File: config.mk
export PLATFORM = sky130hd
export DESIGN_NAME = rc_pulse_capture_timeout_top
export DESIGN_NICKNAME = d
export VERILOG_FILES = /design/src/rcp_pkg.sv /design/src/rc_pulse_capture_timeout_top.sv /design/src/rcp_status.sv
export SDC_FILE = /design/constraint.sdc
export NUM_CORES = 2
export LEC_CHECK = 0
export ABC_CLOCK_PERIOD_IN_PS = 19500
export BUFFER_PORTS_ARGS = -buffer_cell sky130_fd_sc_hd__clkbuf_2
export CORE_UTILIZATION = 45
export DETAILED_ROUTE_END_ITERATION = 12
export PLACE_DENSITY = 0.7
export SLEW_MARGIN = 20
export SYNTH_ARGS = -nofsm -noshare
export SYNTH_HDL_FRONTEND = slang
export SYNTH_SLANG_ARGS = --single-unit
File: constraint.sdc
create_clock -name clk_i -period 19.5 [get_ports clk_i]
set_clock_uncertainty 0.1 [all_clocks]
set_input_delay 0.975 -clock clk_i [delete_from_list [all_inputs] [get_ports clk_i]]
set_output_delay 0.975 -clock clk_i [all_outputs]
set_load 0.01 [all_outputs]
File: src/rcp_pkg.sv
package rcp_pkg;

  // Channel count and capture timer rate
  localparam int CHANNELS     = 6;
  localparam int CAP_TICKS_US = 80;

  // Fixed field widths
  localparam int CHAN_W  = 3;
  localparam int US_W    = 16;
  localparam int TIME_W  = 32;
  localparam int CFG_W   = 16;
  localparam int CFG_IDX_W = 2;

  // Register reset values
  localparam logic [US_W-1:0] VALID_MIN_RST = 16'd800;
  localparam logic [US_W-1:0] VALID_MAX_RST = 16'd2200;
  localparam logic [US_W-1:0] TIMEOUT_RST   = 16'd100;
  localparam logic [US_W-1:0] CENTER_RST    = 16'd1500;

  // Reciprocal for the tick-to-microsecond divide: floor(2^32 / CAP_TICKS_US)
  localparam logic [TIME_W:0]   RECIP   = 33'((64'd1 << 32) / CAP_TICKS_US);
  localparam logic [TIME_W-1:0] TICKS_L = 32'(CAP_TICKS_US);

  // Max tree over channels
  localparam int TREE_LVLS = (CHANNELS > 1) ? $clog2(CHANNELS) : 1;
  localparam int LEAVES    = 1 << TREE_LVLS;

  typedef enum logic {
    CMD_EDGE  = 1'b0,
    CMD_QUERY = 1'b1
  } cmd_e;

  typedef enum logic [CFG_IDX_W-1:0] {
    CFG_VALID_MIN = 2'd0,
    CFG_VALID_MAX = 2'd1,
    CFG_TIMEOUT   = 2'd2,
    CFG_CENTER    = 2'd3
  } cfg_idx_e;

  // Status summary across all channels
  typedef struct packed {
    logic              any_signal;
    logic [TIME_W-1:0] newest_age;
  } status_t;

endpackage

File: src/rc_pulse_capture_timeout_top.sv
// Channel  Direction  Handshake              Payload
// cfg      in         cfg_we_i               cfg_idx_i, cfg_wdata_i
// in       in         in_valid_i/in_stall_o  cmd, chan, edge_rising, cap_ticks, now_ms
// out      out        out_valid_o/out_stall_i width, flags, times, pulse_accepted
//
// One item per cycle while out_stall_i is low; items pass the s1, s2 and output registers.
// Stage 1 keeps rise stamps and forms the reciprocal product, stage 2 corrects the quotient,
// range-checks, updates held widths and answers queries, then the output register.
// Stages move on their own; input is taken during an output stall while a stage is empty.
// Reset restores the register defaults and every channel's held width to 1500 us.
module rc_pulse_capture_timeout_top import rcp_pkg::*; (
  input  logic                 clk_i,
  input  logic                 rst_ni,
  // configuration
  input  logic                 cfg_we_i,
  input  logic [CFG_IDX_W-1:0] cfg_idx_i,
  input  logic [CFG_W-1:0]     cfg_wdata_i,
  // input beats
  input  logic                 in_valid_i,
  output logic                 in_stall_o,
  input  logic                 cmd_i,
  input  logic [CHAN_W-1:0]    chan_i,
  input  logic                 edge_rising_i,
  input  logic [TIME_W-1:0]    cap_ticks_i,
  input  logic [TIME_W-1:0]    now_ms_i,
  // result beats
  output logic                 out_valid_o,
  input  logic                 out_stall_i,
  output logic [US_W-1:0]      width_us_o,
  output logic                 width_valid_o,
  output logic                 chan_fresh_o,
  output logic [TIME_W-1:0]    last_update_ms_o,
  output logic                 any_signal_o,
  output logic [TIME_W-1:0]    newest_age_ms_o,
  output logic                 pulse_accepted_o
);

  // Configuration registers
  logic [US_W-1:0] valid_min_q, valid_max_q, timeout_q;

  always_ff @(posedge clk_i or negedge rst_ni) begin
    if (!rst_ni) begin
      valid_min_q <= VALID_MIN_RST;
      valid_max_q <= VALID_MAX_RST;
      timeout_q   <= TIMEOUT_RST;
    end else if (cfg_we_i) begin
      unique case (cfg_idx_e'(cfg_idx_i))
        CFG_VALID_MIN: valid_min_q <= cfg_wdata_i;
        CFG_VALID_MAX: valid_max_q <= cfg_wdata_i;
        CFG_TIMEOUT:   timeout_q   <= cfg_wdata_i;
        // center only sets the held width at reset, which is fixed
        CFG_CENTER:    ;
        default:       ;
      endcase
    end
  end

  // Stage handshake
  logic ready_out, ready_s2, ready_s1;
  logic s1_v_q, s2_v_q, out_v_q;
  logic fire_s1, fire_s2;

  assign ready_out  = !out_v_q || !out_stall_i;
  assign ready_s2   = !s2_v_q || ready_out;
  assign ready_s1   = !s1_v_q || ready_s2;
  assign in_stall_o = !ready_s1;
  assign fire_s1    = s1_v_q && ready_s2;
  assign fire_s2    = s2_v_q && ready_out;

  // Input register
  logic              s1_cmd_q, s1_rise_q;
  logic [CHAN_W-1:0] s1_chan_q;
  logic [TIME_W-1:0] s1_ticks_q, s1_now_q;

  always_ff @(posedge clk_i or negedge rst_ni) begin
    if (!rst_ni) begin
      s1_v_q <= 1'b0;
    end else if (ready_s1) begin
      s1_v_q <= in_valid_i;
    end
  end

  always_ff @(posedge clk_i) begin
    if (ready_s1 && in_valid_i) begin
      s1_cmd_q   <= cmd_i;
      s1_chan_q  <= chan_i;
      s1_rise_q  <= edge_rising_i;
      s1_ticks_q <= cap_ticks_i;
      s1_now_q   <= now_ms_i;
    end
  end

  // Stage 1: rise stamps and reciprocal product
  logic [TIME_W-1:0]   rise_stamp_q [CHANNELS];
  logic [CHANNELS-1:0] rise_seen_q;
  logic                s1_chan_ok, s1_edge, s1_seen, s1_fall_ok;
  logic [TIME_W-1:0]   s1_stamp, s1_dt;
  logic [2*TIME_W:0]   s1_prod;

  always_comb begin
    s1_stamp = '0;
    s1_seen  = 1'b0;
    for (int i = 0; i < CHANNELS; i++) begin
      if (int'(s1_chan_q) == i) begin
        s1_stamp = rise_stamp_q[i];
        s1_seen  = rise_seen_q[i];
      end
    end
  end

  assign s1_chan_ok = int'(s1_chan_q) < CHANNELS;
  assign s1_edge    = (cmd_e'(s1_cmd_q) == CMD_EDGE) && s1_chan_ok;
  assign s1_fall_ok = s1_edge && !s1_rise_q && s1_seen;
  assign s1_dt      = s1_ticks_q - s1_stamp;
  assign s1_prod    = 65'(s1_dt) * 65'(RECIP);

  always_ff @(posedge clk_i or negedge rst_ni) begin
    if (!rst_ni) begin
      rise_seen_q <= '0;
    end else if (fire_s1 && s1_edge) begin
      for (int i = 0; i < CHANNELS; i++) begin
        if (int'(s1_chan_q) == i) begin
          if (s1_rise_q) begin
            rise_seen_q[i] <= 1'b1;
          end else begin
            rise_seen_q[i] <= 1'b0;
          end
        end
      end
    end
  end

  always_ff @(posedge clk_i or negedge rst_ni) begin
    if (!rst_ni) begin
      rise_stamp_q <= '{default: '0};
    end else if (fire_s1 && s1_edge && s1_rise_q) begin
      for (int i = 0; i < CHANNELS; i++) begin
        if (int'(s1_chan_q) == i) begin
          rise_stamp_q[i] <= s1_ticks_q;
        end
      end
    end
  end

  // Stage 2 register
  logic              s2_cmd_q, s2_fall_ok_q;
  logic [CHAN_W-1:0] s2_chan_q;
  logic [TIME_W-1:0] s2_now_q, s2_dt_q, s2_q0_q;

  always_ff @(posedge clk_i or negedge rst_ni) begin
    if (!rst_ni) begin
      s2_v_q <= 1'b0;
    end else if (ready_s2) begin
      s2_v_q <= s1_v_q;
    end
  end

  always_ff @(posedge clk_i) begin
    if (fire_s1) begin
      s2_cmd_q     <= s1_cmd_q;
      s2_chan_q    <= s1_chan_q;
      s2_now_q     <= s1_now_q;
      s2_fall_ok_q <= s1_fall_ok;
      s2_dt_q      <= s1_dt;
      s2_q0_q      <= s1_prod[2*TIME_W-1:TIME_W];
    end
  end

  // Stage 2: quotient correction and range check
  logic [TIME_W-1:0] s2_rem, s2_quot;
  logic [US_W-1:0]   s2_width;
  logic              s2_accept;

  assign s2_rem    = s2_dt_q - (s2_q0_q * TICKS_L);
  assign s2_quot   = s2_q0_q + 32'(s2_rem >= TICKS_L);
  assign s2_width  = s2_quot[US_W-1:0];
  assign s2_accept = s2_fall_ok_q && (s2_width >= valid_min_q) && (s2_width <= valid_max_q);

  // Held channel state
  logic [US_W-1:0]     held_width_q [CHANNELS];
  logic [CHANNELS-1:0] held_valid_q;
  logic [TIME_W-1:0]   update_time_q [CHANNELS];

  always_ff @(posedge clk_i or negedge rst_ni) begin
    if (!rst_ni) begin
      held_width_q  <= '{default: CENTER_RST};
      held_valid_q  <= '0;
      update_time_q <= '{default: '0};
    end else if (fire_s2 && s2_accept) begin
      for (int i = 0; i < CHANNELS; i++) begin
        if (int'(s2_chan_q) == i) begin
          held_width_q[i]  <= s2_width;
          held_valid_q[i]  <= 1'b1;
          update_time_q[i] <= s2_now_q;
        end
      end
    end
  end

  // Query read of the selected channel
  logic [US_W-1:0]   q_width;
  logic              q_valid, q_chan_ok, s2_query;
  logic [TIME_W-1:0] q_update, q_age;
  status_t           status;

  always_comb begin
    q_width  = '0;
    q_valid  = 1'b0;
    q_update = '0;
    for (int i = 0; i < CHANNELS; i++) begin
      if (int'(s2_chan_q) == i) begin
        q_width  = held_width_q[i];
        q_valid  = held_valid_q[i];
        q_update = update_time_q[i];
      end
    end
  end

  assign q_chan_ok = int'(s2_chan_q) < CHANNELS;
  assign s2_query  = cmd_e'(s2_cmd_q) == CMD_QUERY;
  assign q_age     = s2_now_q - q_update;

  rcp_status u_status (
    .now_i         (s2_now_q),
    .timeout_i     (timeout_q),
    .update_time_i (update_time_q),
    .held_valid_i  (held_valid_q),
    .status_o      (status)
  );

  // Result register
  logic [US_W-1:0]   width_d, width_q;
  logic              wvalid_d, wvalid_q, fresh_d, fresh_q, any_d, any_q, pacc_d, pacc_q;
  logic [TIME_W-1:0] last_d, last_q, age_d, age_q;
  logic              q_sel;

  assign q_sel    = s2_query && q_chan_ok;
  assign width_d  = q_sel ? q_width : '0;
  assign wvalid_d = q_sel && q_valid && (q_age <= {16'd0, timeout_q});
  assign fresh_d  = q_sel && q_valid && (q_age < {16'd0, timeout_q});
  assign last_d   = q_sel ? q_update : '0;
  assign any_d    = s2_query && status.any_signal;
  assign age_d    = s2_query ? status.newest_age : '0;
  assign pacc_d   = s2_accept;

  always_ff @(posedge clk_i or negedge rst_ni) begin
    if (!rst_ni) begin
      out_v_q <= 1'b0;
    end else if (ready_out) begin
      out_v_q <= s2_v_q;
    end
  end

  always_ff @(posedge clk_i) begin
    if (fire_s2) begin
      width_q  <= width_d;
      wvalid_q <= wvalid_d;
      fresh_q  <= fresh_d;
      last_q   <= last_d;
      any_q    <= any_d;
      age_q    <= age_d;
      pacc_q   <= pacc_d;
    end
  end

  assign out_valid_o      = out_v_q;
  assign width_us_o       = width_q;
  assign width_valid_o    = wvalid_q;
  assign chan_fresh_o     = fresh_q;
  assign last_update_ms_o = last_q;
  assign any_signal_o     = any_q;
  assign newest_age_ms_o  = age_q;
  assign pulse_accepted_o = pacc_q;

  // Checks
  a_empty_no_stall: assert property (@(posedge clk_i) disable iff (!rst_ni)
    !s1_v_q |-> !in_stall_o)
    else $error("input stalled with an empty input register");

  a_fresh_implies_valid: assert property (@(posedge clk_i) disable iff (!rst_ni)
    out_valid_o && chan_fresh_o |-> width_valid_o)
    else $error("fresh flag without width valid");

  a_accept_reaches_out: assert property (@(posedge clk_i) disable iff (!rst_ni)
    fire_s2 && s2_accept |=> out_valid_o && pulse_accepted_o)
    else $error("accepted pulse lost on the way out");

  a_edge_result_clean: assert property (@(posedge clk_i) disable iff (!rst_ni)
    out_valid_o && pulse_accepted_o |-> !any_signal_o && !width_valid_o &&
    (newest_age_ms_o == '0))
    else $error("edge beat carries query fields");

endmodule

File: src/rcp_status.sv
module rcp_status import rcp_pkg::*; (
  input  logic [TIME_W-1:0] now_i,
  input  logic [US_W-1:0]   timeout_i,
  input  logic [TIME_W-1:0] update_time_i [CHANNELS],
  input  logic [CHANNELS-1:0] held_valid_i,
  output status_t           status_o
);

  logic [CHANNELS-1:0] fresh;
  logic [TIME_W-1:0]   node [TREE_LVLS+1][LEAVES];
  logic [TIME_W-1:0]   newest;

  // Per-channel freshness, all in parallel
  always_comb begin
    for (int i = 0; i < CHANNELS; i++) begin
      fresh[i] = held_valid_i[i] &&
                 ((now_i - update_time_i[i]) < {16'd0, timeout_i});
    end
  end

  // Balanced max tree over update times, unused leaves read as zero
  always_comb begin
    node = '{default: '0};
    for (int n = 0; n < CHANNELS; n++) begin
      node[0][n] = update_time_i[n];
    end
    for (int l = 0; l < TREE_LVLS; l++) begin
      for (int n = 0; n < (LEAVES >> (l + 1)); n++) begin
        node[l+1][n] = (node[l][2*n] > node[l][2*n+1]) ? node[l][2*n] : node[l][2*n+1];
      end
    end
    newest = node[TREE_LVLS][0];
  end

  // Zero as the newest time means no update at all
  assign status_o.any_signal = |fresh;
  assign status_o.newest_age = (newest == '0) ? '1 : (now_i - newest);

endmodule
==> results.py <==
metrics = {
    "grt": {
        "grt_remaining_overflow": 0,
        "number_of_global_route_vias_before_repair": 53000,
        "grt_start_max_net_pins": 145,
        "wire_length_of_the_first_global_routing_pass_um": 315000,
        "grt_antenna_before_repair": 9,
        "groute.usage.overall_pct": 27.0,
    },
    "clock_network": {
        "clkTransAtPathRegs_ns": 0.07,
        "clkSinkCount": 787,
        "clock_latency_at_the_later_pin_of_the_worst_skew_pair_ns": 0.74,
        "htree_num_levels": 3,
        "cts_hold_buf": 0,
        "cts.repair.resized": 0,
        "tritoncts": "built",
        "cts_root_buf": "sky130_fd_sc_hd__clkbuf_16",
        "max-clock-path-buffers": 3,
        "post-cts-setup-buffers": 0,
        "numCtsBuffers": 93,
    },
    "timing": {
        "max_slew.worst_pin.slew_ns": 1.16,
        "report.final.setup_viol": 0,
        "slew_viol_final": 0,
        "fmax_mhz": 68.2,
        "fin_tns_setup_ns": 0,
        "relSlewSlack_pct": 21.9,
        "unrepaired_setup_endpoints_after_global_routing": "false",
        "period_minus_slack_ns": 14.67,
        "hold_viol_final": 0,
        "post-route-period-util_pct": 75.2,
    },
    "yosys": {
        "syn_area_mm2": 0.0683,
        "postSynthRegisterBits": 787,
        "synth_largest_type_area_fraction_pct": 18.0,
        "postSynthAreaPerCell_um2": 9.91,
        "synth_nets": 8196,
        "syn-instance-count": 6897,
        "synth-async-reset-ratio_pct": 69.0,
        "synth_top_cells_by_area": "sky130_fd_sc_hd__dfrtp_1, sky130_fd_sc_hd__ha_1, sky130_fd_sc_hd__edfxtp_1",
        "synth-edff-count": 244,
        "synth.yosys.seq_area_share_pct": 30.7,
        "count_of_cell_types_in_the_netlist": 106,
        "dominantRegCellSynth": "sky130_fd_sc_hd__dfrtp_1",
        "synth_most_common_cell": "sky130_fd_sc_hd__inv_1",
        "synth.largest_area_cell": "sky130_fd_sc_hd__dfrtp_1",
        "post_synth_most_frequent_cells": "sky130_fd_sc_hd__inv_1, sky130_fd_sc_hd__ha_1, sky130_fd_sc_hd__dfrtp_1",
        "yosysWarnings": 0,
    },
    "detailed_routing": {
        "dr.max_layer_used": "met4",
        "m1WireLength_um": 88900,
        "overall_routed_net_length_um": 208000,
        "drtIter0Drc": 4329,
        "detail_route.drc_violations": 0,
        "number_of_iterations_in_the_first_detailed_routing_pass": 8,
        "vias": 53200,
        "drt-wirelength-per-cell_um": 22.8,
        "avgViaCountPerCell": 5.81,
        "detailroute.wirelength.met2_um": 95000,
        "detail-route-antenna-nets": 0,
        "met3_length_um": 15700,
    },
    "setup_path": {
        "cpMaxStageDelayCell": "sky130_fd_sc_hd__xor2_1",
        "path_max_fanout": 39,
        "worst_ep_required_time_ns": 20.02,
        "cpLargestDelayFamily": "compound AO/OA/AOI/OAI gates",
        "worstSetupEndpointType": "flip-flop",
        "critical-path-max-stage-delay_ns": 0.70,
        "worst_path_most_repeated_cell": "sky130_fd_sc_hd__a21o_1",
        "crit_path_class": "flip-flop to flip-flop",
        "critical_path.startpoint_type": "flip-flop",
        "worstPathBufferInverterCount": 1,
        "timing.critical_path.arrival_ns": 15.19,
    },
    "flow_run": {
        "drv.max_cap_violation_count": 0,
    },
    "die": {
        "dieArea_mm2": 0.153,
        "die_y_um": 392,
        "top_level_ports": 178,
        "fp-row-count": 142,
        "core_mm2": 0.150,
        "dieWidth_um": 392,
        "initial_utilization_pct": 45.5,
    },
    "run_status": {
        "outcome": "completed",
    },
    "placed_design": {
        "gp_congestion": 0.985,
        "dpl.hpwl_um": 163000,
        "port-buffer-count": 177,
    },
    "final_layout": {
        "final_layout_size_suffix_gt1_share_pct": 14.5,
        "area.growth.synth_to_final_pct": 9.72,
        "nFillCells": 13800,
        "nNetsFinal": 8359,
    },
    "worst_hold_path": {
        "path_category_of_the_worst_min_delay_check": "primary input to asynchronous set/reset pin",
    },
}
==> kinds of logic (layout without fill, tap and decap cells) <==
family | after synthesis | in the layout | share of synthesized area, %
other | 0 | 2 | 0
and+or+nand+nor | 1400 | 1400 | 9.59
xor gates and xnor gates | 241 | 241 | 3.11
DFF | 787 | 787 | 30.7
muxes | 648 | 648 | 10.9
adders and majority gates | 1215 | 1215 | 25.7
AOI/OAI and AO/OA | 1470 | 1470 | 13.7
buffers and inverters | 1136 | 1378 | 6.32
==> metal layers <==
metal	up-vias	GRT usage [%]
met5	-	0
met4	0	11.1
met3	369	4.55
met2	1944	43.3
met1	26300	36.0
li1	24600	-
==> cell usage in the layout, fill, tap and decap left out, types with 101 or more instances in the layout <==
master / synthesis / layout
sky130_fd_sc_hd__a21o_1: 101 / 101
sky130_fd_sc_hd__a21oi_1: 416 / 415
sky130_fd_sc_hd__clkbuf_2: 0 / 176
sky130_fd_sc_hd__dfrtp_1: 491 / 491
sky130_fd_sc_hd__edfxtp_1: 244 / 244
sky130_fd_sc_hd__fa_1: 317 / 317
sky130_fd_sc_hd__ha_1: 890 / 890
sky130_fd_sc_hd__inv_1: 944 / 943
sky130_fd_sc_hd__mux2_2: 474 / 474
sky130_fd_sc_hd__mux2i_1: 142 / 142
sky130_fd_sc_hd__nand2_1: 399 / 398
sky130_fd_sc_hd__nor2_1: 450 / 447
sky130_fd_sc_hd__o21ai_0: 418 / 416
sky130_fd_sc_hd__xnor2_1: 165 / 165
==> worst paths after layout <==
kind / depth (start not counted) / start / to / slack [ns]
worst max-delay path: 56 / s2_q0_q[2] / update_time_q[152] / 4.83
worst min-delay path: 1 / rst_ni / rise_stamp_q[149] / 0.20
worst max register to register: 56 / s2_q0_q[2] / update_time_q[152] / 4.83
worst min register to register: 0 / s1_now_q[16] / s2_now_q[16] / 0.31
max in group asynchronous: 4 / rst_ni / held_width_q[5] / 16.15
min in group clk_i: 1 / now_ms_i[23] / s1_now_q[23] / 0.31
==> sequential cells by signal, indices dropped and copies added, names as in the netlist, 16 cells and up <==
| signal | count |
|---|---|
| update_time_q | 192 |
| last_update_ms_o | 32 |
| width_us_o | 16 |
| s2_q0_q | 26 |
| s1_ticks_q | 32 |
| s2_now_q | 32 |
| s1_now_q | 32 |
| timeout_q | 16 |
| held_width_q | 96 |
| valid_min_q | 16 |
| valid_max_q | 16 |
| newest_age_ms_o | 32 |
| s2_dt_q | 28 |
| rise_stamp_q | 192 |
==> layout make-up <==
type	count	area [µm²]	share of cell area, %
diodes	2	5.00	0.00668
clock buffers	124	2660	3.55
well taps	2016	2520	3.36
multi-input cells	4974	43100	57.5
inverters	947	3560	4.74
flip-flops and latches	787	21000	28.0
repair buffers	257	1520	2.02
clock inverters	50	598	0.798
==> through the flow <==
step                      instance area, µm²  hold WS [ns]  setup WS, ns  cells  util, %
after global placement                 71700         0.303          4.92   8981     47.7
after detailed placement               71700         0.305          4.91   8981     47.7
after floorplan                        68300         0.300          6.78   6897        -
after CTS                              74900         0.231          4.90   9155     49.9
final                                  75000         0.203          4.83   9157     49.9
after global routing                   75000         0.266          3.86   9155     49.9
Power is left out: the tool's default activity adds up to more than one toggle a clock period on the data nets, which glitch-free logic cannot reach.
